## config.mk

```make
export PLATFORM = sky130hd
export DESIGN_NAME = fpc_ctrl
export DESIGN_NICKNAME = d
export VERILOG_FILES = /design/src/design/fpc_pkg.sv /design/src/design/fpc_ctrl.sv
export SDC_FILE = /design/constraint.sdc
export NUM_CORES = 1
export LEC_CHECK = 0
export ABC_AREA = 0
export BUFFER_PORTS_ARGS = -buffer_cell sky130_fd_sc_hd__buf_2
export CAP_MARGIN = 15
export CORE_MARGIN = 5
export CORE_UTILIZATION = 30
export DETAILED_ROUTE_END_ITERATION = 8
export GPL_TIMING_DRIVEN = 0
export SYNTH_ARGS = -nofsm -noshare
export SYNTH_HDL_FRONTEND = slang
export SYNTH_SLANG_ARGS = --single-unit
```

## constraint.sdc

```tcl
create_clock -name i_clk -period 2.1 [get_ports i_clk]
set_clock_uncertainty 0.15 [all_clocks]
set_input_delay 0.42 -clock i_clk [delete_from_list [all_inputs] [get_ports i_clk]]
set_output_delay 0.42 -clock i_clk [all_outputs]
set_load 0.05 [all_outputs]
```

## src/design/fpc_pkg.sv

```systemverilog
`timescale 1ns / 1ps
// ----------------------------------------------------------------------------
// fpc_pkg: shared types and constants
// Beat types, configuration image, sequencer commands and fixed-point limits
// for the filtered PID controller.
// ----------------------------------------------------------------------------
package fpc_pkg;

    localparam int DATA_WIDTH = 32;
    localparam int FRAC_BITS  = 16;
    localparam int W_FRAC     = 15;
    localparam int DIV_N      = 48;                 // dividend width of the divider
    localparam int DIV_D      = 32;                 // divisor width
    localparam int DIV_CNT_W  = $clog2(DIV_N + 1);
    localparam int MUL_A_W    = 33;
    localparam int MUL_B_W    = 28;
    localparam int MUL_P_W    = MUL_A_W + MUL_B_W;

    localparam logic [16:0] ONE_W = 17'd32768;

    localparam logic signed [33:0] YAW_HALF = 34'sd180 <<< FRAC_BITS;
    localparam logic signed [33:0] YAW_FULL = 34'sd360 <<< FRAC_BITS;

    localparam logic signed [49:0] I48_MAX = 50'sd140737488355327;
    localparam logic signed [49:0] I48_MIN = -50'sd140737488355328;

    // request types
    localparam logic [1:0] REQ_PLAIN = 2'd0;
    localparam logic [1:0] REQ_YAW   = 2'd1;
    localparam logic [1:0] REQ_RATE  = 2'd2;

    // integrate modes
    localparam logic [1:0] MODE_HOLD   = 2'd0;
    localparam logic [1:0] MODE_FULL   = 2'd1;
    localparam logic [1:0] MODE_WEIGHT = 2'd2;

    // register indexes
    localparam logic [2:0] REG_GAIN_P  = 3'd0;
    localparam logic [2:0] REG_GAIN_I  = 3'd1;
    localparam logic [2:0] REG_GAIN_D  = 3'd2;
    localparam logic [2:0] REG_I_LIMIT = 3'd3;
    localparam logic [2:0] REG_E_LIMIT = 3'd4;
    localparam logic [2:0] REG_R_LIMIT = 3'd5;
    localparam logic [2:0] REG_WEIGHTS = 3'd6;
    localparam logic [2:0] REG_ENABLE  = 3'd7;

    typedef struct packed {
        logic [1:0]         req_type;
        logic signed [31:0] measurement;
        logic signed [31:0] reference;
        logic [31:0]        now_time;
        logic [31:0]        nominal_period;
        logic [1:0]         integrate_mode;
        logic               derivative_on_error;
        logic signed [31:0] measured_rate;
    } t_in_item;

    typedef struct packed {
        logic signed [31:0] drive;
        logic               saturated;
        logic               was_reset;
    } t_out_item;

    typedef struct packed {
        logic [25:0] gain_p;
        logic [22:0] gain_i;
        logic [22:0] gain_d;
        logic [25:0] integral_limit;
        logic [25:0] error_limit;
        logic [25:0] rate_limit;
        logic [63:0] smoothing_weights;
        logic        enable;
    } t_cfg;

    typedef enum logic [4:0] {
        CMD_NOP,
        CMD_LOAD,
        CMD_REF_A,
        CMD_REF_B,
        CMD_REF_C,
        CMD_ERR,
        CMD_EK_A,
        CMD_EK_B,
        CMD_DNUM,
        CMD_DRAW,
        CMD_D_A,
        CMD_D_B,
        CMD_INT_A,
        CMD_INT_B,
        CMD_INT_C,
        CMD_INT_D,
        CMD_INT_E,
        CMD_INT_F,
        CMD_AW_A,
        CMD_AW_B,
        CMD_AW_C,
        CMD_AW_D,
        CMD_AW_E,
        CMD_OUT_A,
        CMD_OUT_B,
        CMD_OUT_C,
        CMD_FIN
    } t_cmd;

    typedef struct packed {
        logic enabled;
        logic div_done;
        logic wind;
    } t_status;

endpackage

```

## src/design/fpc_ctrl.sv

```systemverilog
`timescale 1ns / 1ps
// ----------------------------------------------------------------------------
// fpc_ctrl: step sequencer
// Walks the datapath through one PID step and owns both handshakes.
// ----------------------------------------------------------------------------
module fpc_ctrl (
    input  logic             i_clk,
    input  logic             i_rst_n,
    input  logic             i_in_valid,
    output logic             o_in_ready,
    output logic             o_out_valid,
    input  logic             i_out_ready,
    input  fpc_pkg::t_status i_status,
    output fpc_pkg::t_cmd    o_cmd
);
    import fpc_pkg::*;

    typedef enum logic [4:0] {
        S_IDLE, S_REF_A, S_REF_B, S_REF_C, S_ERR, S_EK_A, S_EK_B,
        S_DNUM, S_DWAIT, S_DRAW, S_D_A, S_D_B,
        S_INT_A, S_INT_B, S_INT_C, S_INT_D, S_INT_E, S_INT_F,
        S_AW_A, S_AW_B, S_AW_C, S_AW_D, S_AW_WAIT, S_AW_E,
        S_OUT_A, S_OUT_B, S_OUT_C, S_FIN
    } t_state;

    t_state r_state;
    logic   r_out_valid;
    logic   fin_go;

    assign fin_go = !r_out_valid || i_out_ready;

    always_comb begin
        case (r_state)
            S_IDLE:  o_cmd = i_in_valid ? CMD_LOAD : CMD_NOP;
            S_REF_A: o_cmd = CMD_REF_A;
            S_REF_B: o_cmd = CMD_REF_B;
            S_REF_C: o_cmd = CMD_REF_C;
            S_ERR:   o_cmd = CMD_ERR;
            S_EK_A:  o_cmd = CMD_EK_A;
            S_EK_B:  o_cmd = CMD_EK_B;
            S_DNUM:  o_cmd = CMD_DNUM;
            S_DRAW:  o_cmd = CMD_DRAW;
            S_D_A:   o_cmd = CMD_D_A;
            S_D_B:   o_cmd = CMD_D_B;
            S_INT_A: o_cmd = CMD_INT_A;
            S_INT_B: o_cmd = CMD_INT_B;
            S_INT_C: o_cmd = CMD_INT_C;
            S_INT_D: o_cmd = CMD_INT_D;
            S_INT_E: o_cmd = CMD_INT_E;
            S_INT_F: o_cmd = CMD_INT_F;
            S_AW_A:  o_cmd = CMD_AW_A;
            S_AW_B:  o_cmd = CMD_AW_B;
            S_AW_C:  o_cmd = CMD_AW_C;
            S_AW_D:  o_cmd = CMD_AW_D;
            S_AW_E:  o_cmd = CMD_AW_E;
            S_OUT_A: o_cmd = CMD_OUT_A;
            S_OUT_B: o_cmd = CMD_OUT_B;
            S_OUT_C: o_cmd = CMD_OUT_C;
            S_FIN:   o_cmd = fin_go ? CMD_FIN : CMD_NOP;
            default: o_cmd = CMD_NOP;
        endcase
    end

    always_ff @(posedge i_clk) begin
        if (!i_rst_n) begin
            r_state     <= S_IDLE;
            r_out_valid <= 1'b0;
        end else begin
            if (r_out_valid && i_out_ready) r_out_valid <= 1'b0;
            case (r_state)
                S_IDLE: begin
                    if (i_in_valid) r_state <= i_status.enabled ? S_REF_A : S_FIN;
                end
                S_REF_A: r_state <= S_REF_B;
                S_REF_B: r_state <= S_REF_C;
                S_REF_C: r_state <= S_ERR;
                S_ERR:   r_state <= S_EK_A;
                S_EK_A:  r_state <= S_EK_B;
                S_EK_B:  r_state <= S_DNUM;
                S_DNUM:  r_state <= S_DWAIT;
                S_DWAIT: begin
                    if (i_status.div_done) r_state <= S_DRAW;
                end
                S_DRAW:  r_state <= S_D_A;
                S_D_A:   r_state <= S_D_B;
                S_D_B:   r_state <= S_INT_A;
                S_INT_A: r_state <= S_INT_B;
                S_INT_B: r_state <= S_INT_C;
                S_INT_C: r_state <= S_INT_D;
                S_INT_D: r_state <= S_INT_E;
                S_INT_E: r_state <= S_INT_F;
                S_INT_F: r_state <= S_AW_A;
                S_AW_A:  r_state <= S_AW_B;
                S_AW_B:  r_state <= S_AW_C;
                S_AW_C:  r_state <= S_AW_D;
                S_AW_D:  r_state <= S_AW_WAIT;
                S_AW_WAIT: begin
                    if (!i_status.wind)         r_state <= S_OUT_A;
                    else if (i_status.div_done) r_state <= S_AW_E;
                end
                S_AW_E:  r_state <= S_OUT_A;
                S_OUT_A: r_state <= S_OUT_B;
                S_OUT_B: r_state <= S_OUT_C;
                S_OUT_C: r_state <= S_FIN;
                S_FIN: begin
                    if (fin_go) begin
                        r_out_valid <= 1'b1;
                        r_state     <= S_IDLE;
                    end
                end
                default: r_state <= S_IDLE;
            endcase
        end
    end

    assign o_in_ready  = r_state == S_IDLE;
    assign o_out_valid = r_out_valid;

endmodule

```

==> results of run 1 <==
cell usage in the layout (no fill, tap or decap), types with 3 or more instances in the layout:
master,Yosys,final
dfxtp_4,0,3
and3_1,3,3
a21oi_1,14,11
nand2_2,1,4
o21ai_0,9,7
nor2_1,13,11
buf_6,0,11
buf_2,9,9
nand2b_1,4,4
nand3_1,3,3
o21ai_2,0,3
clkbuf_4,0,3
a21oi_2,0,3
nand2_1,9,6
buf_4,0,11
o21ai_1,4,3
registers in the layout, summed over array words and instances, names as in the netlist:
register,cells
r_state,5
o_out_valid,1
area by class of cell:
cell class / count / area share
multi-input cells: 93 / 0.559
well taps: 28 / 0.0335
plain buffers: 10 / 0.0909
repair buffers: 22 / 0.153
clock buffers: 3 / 0.0215
flip-flops and latches: 6 / 0.128
inverters: 3 / 0.0144
cells by family after synthesis:
group	synth area share
compound gates	0.381
buf+inv	0.0882
flops	0.166
simple gates	0.365
where the power goes:
part	leakage (uW)	switching [uW]	internal (uW)
clock	0.0000138	42.4	64.7
sequential	0.0000519	45.0	162
combinational	0.000384	822	542
total	0.000449	910	768
metal layers:
metal / GRT usage / vias up
li1: - / 463
met1: 0.207 / 458
met2: 0.263 / 43
met3: 0.0370 / 6
met4: 0.0583 / 0
met5: 0 / -
repair_timing:
item                                    in CTS  in global routing
endpoints found under the setup margin       5                  5
gates resized for setup                     34                  9
buffers inserted                            10                  0
pin swaps                                    2                  4
through the flow:
step	TNS (ns)	cell area, um2
detailed placement	-0.130	838
global route	-0.225	1050
floorplan	-0.127	743
finish	-0.0165	1050
CTS	0	1020
global placement	-0.0764	838
worst min-delay path, stage by stage:
cell	delay, ns
buf_2	0.09
nor2b_1	0.06
o21a_1	0.18
worst paths after layout:
kind                           startpoint                 endpoint  slack, ns  depth (start not counted)
hold / removal                i_out_ready   o_out_valid$_SDFF_PN0_       0.40                          3
setup reg to reg  r_state[2]$_SDFFE_PN0P_  r_state[0]$_SDFFE_PN0P_       0.39                          5
setup / recovery  r_state[2]$_SDFFE_PN0P_                 o_cmd[0]      -0.02                          6
hold reg to reg   r_state[1]$_SDFFE_PN0P_  r_state[1]$_SDFFE_PN0P_       0.53                          3
==> results.yml, run 1 <==
global_routing:
  antenna_found_initial: 0
  grt_pass1_vias: 929
  grt_usage: 0.162
  grt_max_degree: 11
  grt_pass1_wl_um: 4360
  overflow: 0
logic_synthesis:
  yosysMostFrequentCell: "a21oi_1"
  syn-cell-area_um2: 723
  synth_cells: 113
  synthTopCellsByCount: "a21oi_1 (14), nor2_1 (13), buf_2 (9), nand2_1 (9), o21ai_0 (9)"
  syn_nets: 120
  async_flop_share: 0
  synth_edf_count: 0
  ys_top_cells_by_area: "dfxtp_1 (17%), a21oi_1 (9.7%), nor2_1 (6.7%)"
  dominantRegCellSynth: "dfxtp_1"
  yosys.area.top_type: "dfxtp_1"
  yosysUniqueCellTypes: 43
  ys_ff_latch: 6
  synth_area_per_cell_um2: 6.40
  yosysWarningCount: 0
  seq_area_frac_synth: 0.166
  synth.top_cell.area_share: 0.166
placement:
  place_congestion: 0.875
  dpl.hpwl_um: 1690
  port_buffers: 12
  post-place-ws_ns: -0.0638
  dp.cells: 153
die:
  initial_core_util: 0.321
  die_x_um: 59.1
  io_pins: 14
  fp.coreArea_um2: 2250
  std_cell_rows: 17
  die_area_um2: 3490
  die_h_um: 59.1
setup_path:
  crit_family: "compound AO/OA/AOI/OAI gates"
  cp.arrival_ns: 1.55
  cp_data_required_time_ns: 1.53
  worstPathMaxFanout: 10
  cp_cell_sequence: "buf_6, nand2_2, o21ai_0, a221o_1, a21oi_2, buf_6"
  end_kind: "primary output"
  crit_top_cell: "buf_6"
  start_kind: "flop"
  crit_slowest_cell: "dfxtp_4"
  slowest_delay_ns: 0.37
  setup.worst_path.class: "reg -> out"
  path_buf_inv: 2
routing:
  dr.pass1.iters: 4
  dr_wl_met2_um: 1260
  highest_layer: "met4"
  routed_wl_um: 2640
  drtAntennaViolNets: 0
  drtIter0Drc: 83
  via_count: 970
  wire_per_inst_um: 16.0
  wl_met1_um: 1140
  drc: 0
  viasPerCell: 5.88
  wl_met3_um: 192
sta:
  layout_setup_ws_ns: -0.0165
  slew_violations: 0
  worst_pin_slew_ns: 0.386
  hold_viol_final: 0
  period_minus_slack_ns: 2.12
  whs_ns: 0.399
  relSlewSlack: 0.742
  setup_violations: 1
  rsz0062_at_grt: "true"
  timing.fmax_ghz: 0.472
  post-route-period-util: 1.01
cts:
  cts_hold_buf: 0
  clock_latency_ns: 0.25
  cts_tree: "built"
  clkSinkCount: 6
  cts_buffer_depth: 2
  cts_buffers: 3
  clk_pin_slew_worst_paths_ns: 0.04
  cts-htree-levels: 1
  clockRootBuffer: "clkbuf_4"
layout:
  utilization: 0.464
  area_growth_pct: 44.6
  final_cells: 165
  antenna_cells: 0
  ff_latch_area_um2: 134
  drive_above_1_share: 0.416
  nets: 146
  multi_input_area_um2: 584
  fillCellCount: 251
run_status:
  violations: "negative setup slack"
  outcome: "complete, but fails checks"
power_and_ir_drop:
  ir_worst_vdd_mv: 0.647
  total_leakage_power_uw: 0.000449
  powerDensity_nw_per_um2: 1600
  p_total_uw: 1680
flow_run:
  maxCapViolCount: 0
min_path:
  hold_class: "in -> reg"
No activity file was read; power rests on OpenSTA's default activity.
==> run 2: changes to the inputs <==
--- a/config.mk
+++ b/config.mk
@@ -12,6 +12,7 @@
 export CORE_UTILIZATION = 30
 export DETAILED_ROUTE_END_ITERATION = 8
 export GPL_TIMING_DRIVEN = 0
+export MAX_ROUTING_LAYER = met4
 export SYNTH_ARGS = -nofsm -noshare
 export SYNTH_HDL_FRONTEND = slang
 export SYNTH_SLANG_ARGS = --single-unit
==> run 2 against run 1 <==
- the flow now finishes without violations
- critical path type unchanged
- core utilization increased by 2.2 points
- largest power group unchanged
- clock-buffer cell count unchanged
- worst setup slack improved by 0.020 ns
==> results.yml, run 2 (synthesis results as in run 1) <==
run_status:
  outcome: "finished clean"
power_and_ir_drop:
  clkPwrFrac: 0.062
  ir_worst_vdd_mv: 0.773
  comb_power_share: 0.812
  p_int_uw: 817
  total_leakage_power_uw: 0.000493
  pwr-share-seq: 0.126
  swShare: 0.539
  power.switching_uw: 956
  powerDensity_nw_per_um2: 1620
  p_total_uw: 1770
setup_path:
  start_kind: "flop"
  end_kind: "primary output"
  r2r-start: "r_state[4]$_SDFFE_PN0P_"
  timing.rr.end: "r_state[4]$_SDFFE_PN0P_"
  worstPathMaxFanout: 7
  setup.worst_path.class: "reg -> out"
  cp.arrival_ns: 1.53
  cp_data_required_time_ns: 1.53
  r2r_cells: 7
  crit_start: "r_state[4]$_SDFFE_PN0P_"
  rrSetupSlack_ns: 0.33
die:
  initial_core_util: 0.321
  die_x_um: 59.1
  std_cell_rows: 17
  io_pins: 14
  die_area_um2: 3490
  fp.coreArea_um2: 2250
  die_h_um: 59.1
sta:
  rsz0062_at_grt: "true"
  layout_setup_ws_ns: 0.00347
  setup_violations: 0
  worst_pin_slew_ns: 0.378
  fin_setup_tns_ns: 0
  post-route-period-util: 0.998
  hold_viol_final: 0
  timing.fmax_ghz: 0.477
  relSlewSlack: 0.748
  slew_violations: 0
  period_minus_slack_ns: 2.10
routing:
  dr_wl_met2_um: 1320
  wl_met3_um: 301
  drc: 0
  highest_layer: "met4"
  drtAntennaViolNets: 0
  wl_met1_um: 1090
  drtIter0Drc: 41
  dr.pass1.iters: 5
  wire_per_inst_um: 17.0
  viasPerCell: 6.05
  routed_wl_um: 2840
  via_count: 1011
global_routing:
  grt_pass1_vias: 945
  grt_max_degree: 11
  overflow: 0
  grt_usage: 0.167
  antenna_found_initial: 0
  grt_pass1_wl_um: 4280
placement:
  post-place-ws_ns: -0.0508
  place_congestion: 0.882
  dpl.hpwl_um: 1720
  port_buffers: 12
  dp.cells: 153
cts:
  clkSinkCount: 6
  cts_tree: "built"
  cts_buffer_depth: 2
  clk_pin_slew_worst_paths_ns: 0.05
  cts_buffers: 3
  clock_latency_ns: 0.25
  clockRootBuffer: "clkbuf_4"
  cts-htree-levels: 1
min_path:
  hold_class: "in -> reg"
  min_from: "i_out_ready"
  hold_depth: 3
  hold_end: "o_out_valid$_SDFF_PN0_"
layout:
  fillCellCount: 249
  layout_common_cells: "buf_4 (13), nor2_1 (10), a21oi_1 (10), buf_6 (9), buf_2 (9)"
  nets: 148
  final_cells: 167
  utilization: 0.486
  drive_above_1_share: 0.446
  ff_latch_area_um2: 134
  final_common_cell: "buf_4"
  area_growth_pct: 51.4
  multi_input_area_um2: 606
  antenna_cells: 0
  largest_register_ffs: 5
  regMostFlops: "r_state"
flow_run:
  maxCapViolCount: 0
-- run 2: changes by cell type in the layout (fill, tap and decap cells not counted), moves of 2 or more --
cell	before	now
buf_4	11	13
nand2_2	4	2
nand2_4	0	2
nor2_2	2	4
buf_6	11	9
-- run 2: through the flow --
step	hold slack, ns	cell area (um2)
2_1_floorplan	0.486	743
3_3_place_gp	0.523	838
3_5_place_dp	0.527	838
4_1_cts	0.387	1020
5_1_grt	0.409	1090
6_report	0.400	1090
-- run 2: worst max-delay path by stage --
stage          endpoint  slack [ns]  cells after the start
2_1_floorplan  o_cmd[3]       -0.13                      4
3_3_place_gp   o_cmd[3]       -0.04                      7
3_5_place_dp   o_cmd[3]       -0.05                      7
4_1_cts        o_cmd[0]     -0.0008                      6
5_1_grt        o_cmd[0]       -0.06                      7
6_report       o_cmd[0]       0.003                      7
-- run 2: power by group through the flow --
stage / registers [uW] / logic [uW] / clock network (uW)
final: 223 / 1440 / 110
after global routing: 227 / 1520 / 122
after CTS: 193 / 1290 / 113
after detailed placement: 180 / 1060 / 0
after global placement: 179 / 1060 / 0
after floorplan: 172 / 854 / 0
-- run 2: cell type report --
| class | instances | share of cell area |
|---|---|---|
| Multi-Input combinational cell | 93 | 0.553 |
| Timing Repair Buffer | 26 | 0.183 |
| Sequential cell | 6 | 0.122 |
| Buffer | 8 | 0.0754 |
| Tap cell | 28 | 0.0320 |
| Clock buffer | 3 | 0.0206 |
| Inverter | 3 | 0.0137 |
-- run 2: routing by layer --
metal  global-route usage  vias up
li1                     -      469
met1                0.183      458
met2                0.271       65
met3               0.0501       19
met4               0.0874        0
met5                    -        -
-- run 2: worst max-delay path, stage by stage (launching register included) --
cell and delay (ns):
dfxtp_4 0.40, buf_6 0.15, nor2_2 0.04, nand2_1 0.07, a21oi_2 0.06, a221o_1 0.27
a21oi_2 0.12, buf_6 0.17
-- run 2: timing repair --
item / CTS / global route
hold buffers: 0 / 0
resized for setup: 32 / 17
buffers inserted: 10 / 3
cloned: 1 / 0
pin swaps: 3 / 2
setup endpoints to repair: 5 / 6
==> run 3: changes to the inputs <==
--- a/config.mk
+++ b/config.mk
@@ -13,6 +13,7 @@
 export DETAILED_ROUTE_END_ITERATION = 8
 export GPL_TIMING_DRIVEN = 0
 export MAX_ROUTING_LAYER = met4
+export REMOVE_ABC_BUFFERS = 1
 export SYNTH_ARGS = -nofsm -noshare
 export SYNTH_HDL_FRONTEND = slang
 export SYNTH_SLANG_ARGS = --single-unit
==> run 3 against run 2 <==
- routed wire length is 12% lower
- die area stayed put
- critical path depth is 2 lower
- first-iteration DRC count is 24% higher
- critical endpoint is now o_cmd[2]
- highest routed layer unchanged
==> results.yml, run 3 (synthesis results as in run 1) <==
run_status:
  outcome: "finished clean"
sta:
  worst_pin_slew_ns: 0.366
  layout_setup_ws_ns: 0.0422
  fin_setup_tns_ns: 0
  post-route-period-util: 0.980
  hold_viol_final: 0
  period_minus_slack_ns: 2.06
  relSlewSlack: 0.756
  rsz0062_at_grt: "true"
  timing.fmax_ghz: 0.486
  setup_violations: 0
  slew_violations: 0
layout:
  regMostFlops: "r_state"
  area_growth_pct: 43.6
  final_common_cell: "buf_4"
  antenna_cells: 0
  layout_common_cells: "buf_4 (15), a21oi_1 (13), nor2_1 (11), buf_2 (11), o21ai_0 (8)"
  drive_above_1_share: 0.423
  largest_register_ffs: 5
  final_cells: 165
  nets: 146
cts:
  clk_pin_slew_worst_paths_ns: 0.04
  clockRootBuffer: "clkbuf_4"
  cts_buffers: 3
  cts_hold_buf: 0
  cts_tree: "built"
  cts_buffer_depth: 2
  clkSinkCount: 6
  cts-htree-levels: 1
  clock_latency_ns: 0.24
power_and_ir_drop:
  powerDensity_nw_per_um2: 1600
  power.switching_uw: 898
  total_leakage_power_uw: 0.000458
  clkPwrFrac: 0.061
  pwr-share-seq: 0.161
  comb_power_share: 0.778
  p_total_uw: 1660
  ir_worst_vdd_mv: 0.974
  p_int_uw: 762
  swShare: 0.541
routing:
  drc: 0
  routed_wl_um: 2510
  wire_per_inst_um: 15.2
  drtIter0Drc: 51
  dr.pass1.iters: 4
  viasPerCell: 5.74
  drtAntennaViolNets: 0
  via_count: 947
die:
  die_area_um2: 3490
  die_h_um: 59.1
  die_x_um: 59.1
  std_cell_rows: 17
  initial_core_util: 0.321
  io_pins: 14
  fp.coreArea_um2: 2250
placement:
  port_buffers: 13
  dp.cells: 143
  place_congestion: 0.795
  dpl.hpwl_um: 1440
  post-place-ws_ns: -0.362
flow_run:
  maxCapViolCount: 0
global_routing:
  antenna_found_initial: 0
  overflow: 0
  grt_pass1_wl_um: 3600
  grt_usage: 0.135
  grt_max_degree: 19
  grt_pass1_vias: 794
setup_path:
  start_kind: "flop"
  setup.worst_path.class: "reg -> out"
  end_kind: "primary output"
  rrSetupSlack_ns: 0.13
  cp_data_required_time_ns: 1.53
  cp.arrival_ns: 1.49
  worstPathMaxFanout: 13
min_path:
  hold_class: "in -> reg"
[run 3: cell count changes in the layout (fill, tap and decap cells not counted), moves of 2 or more]
cell     before  now
a21oi_1      10   13
a21oi_2       4    1
buf_2         9   11
buf_4        13   15
buf_6         9    5
dfxtp_2       2    0
dfxtp_4       3    5
nor2_2        4    2
[run 3: cell type report]
cell class	count	area, um2
multi-input cells	93	598
inverters	3	15.0
well taps	28	35.0
repair buffers	32	229
flip-flops and latches	6	139
clock buffers	3	22.5
fillers	241	1220
[run 3: per-layer routing]
layer / up-vias / track usage / share of wire
met5: - / - / 0
met4: 0 / 0.0485 / 0.012
met3: 5 / 0.0174 / 0.033
met2: 29 / 0.222 / 0.50
met1: 447 / 0.167 / 0.45
li1: 466 / - / -
[run 3: path summary, 6_finish.rpt]
| check | end | start | depth (start not counted) |
|---|---|---|---|
| setup / recovery | o_cmd[2] | r_state[1]$_SDFFE_PN0P_ | 5 |
| hold / removal | o_out_valid$_SDFF_PN0_ | i_rst_n | 2 |
| setup reg to reg | r_state[4]$_SDFFE_PN0P_ | r_state[4]$_SDFFE_PN0P_ | 8 |
| hold reg to reg | r_state[1]$_SDFFE_PN0P_ | r_state[1]$_SDFFE_PN0P_ | 2 |
[run 3: timing repair]
item	CTS	global route
setup endpoints to repair	10	5
resized for setup	17	24
pin swaps	0	3
buffers inserted	7	12
[run 3: worst max-delay path: stages (launching register included)]
cell and delay (ns):
dfxtp_4 0.39, or2_4 0.29, o221ai_2 0.15, o21ai_1 0.09
o21ai_1 0.13, buf_6 0.19
[run 3: through the flow]
step / cell area, um2 / hold slack [ns] / utilization
final: 1040 / 0.339 / 0.461
after global routing: 1040 / 0.357 / 0.461
after CTS: 876 / 0.333 / 0.388
after detailed placement: 771 / 0.519 / 0.342
after global placement: 771 / 0.520 / 0.342
after floorplan: 671 / 0.388 / -
[run 3: power by group through the flow]
stage                     sequential [uW]  combinational, uW  clock, uW
after floorplan                       272                667          0
after global placement                314                805          0
after detailed placement              321                822          0
after CTS                             273                998        108
after global routing                  272               1380        114
final                                 268               1290        101
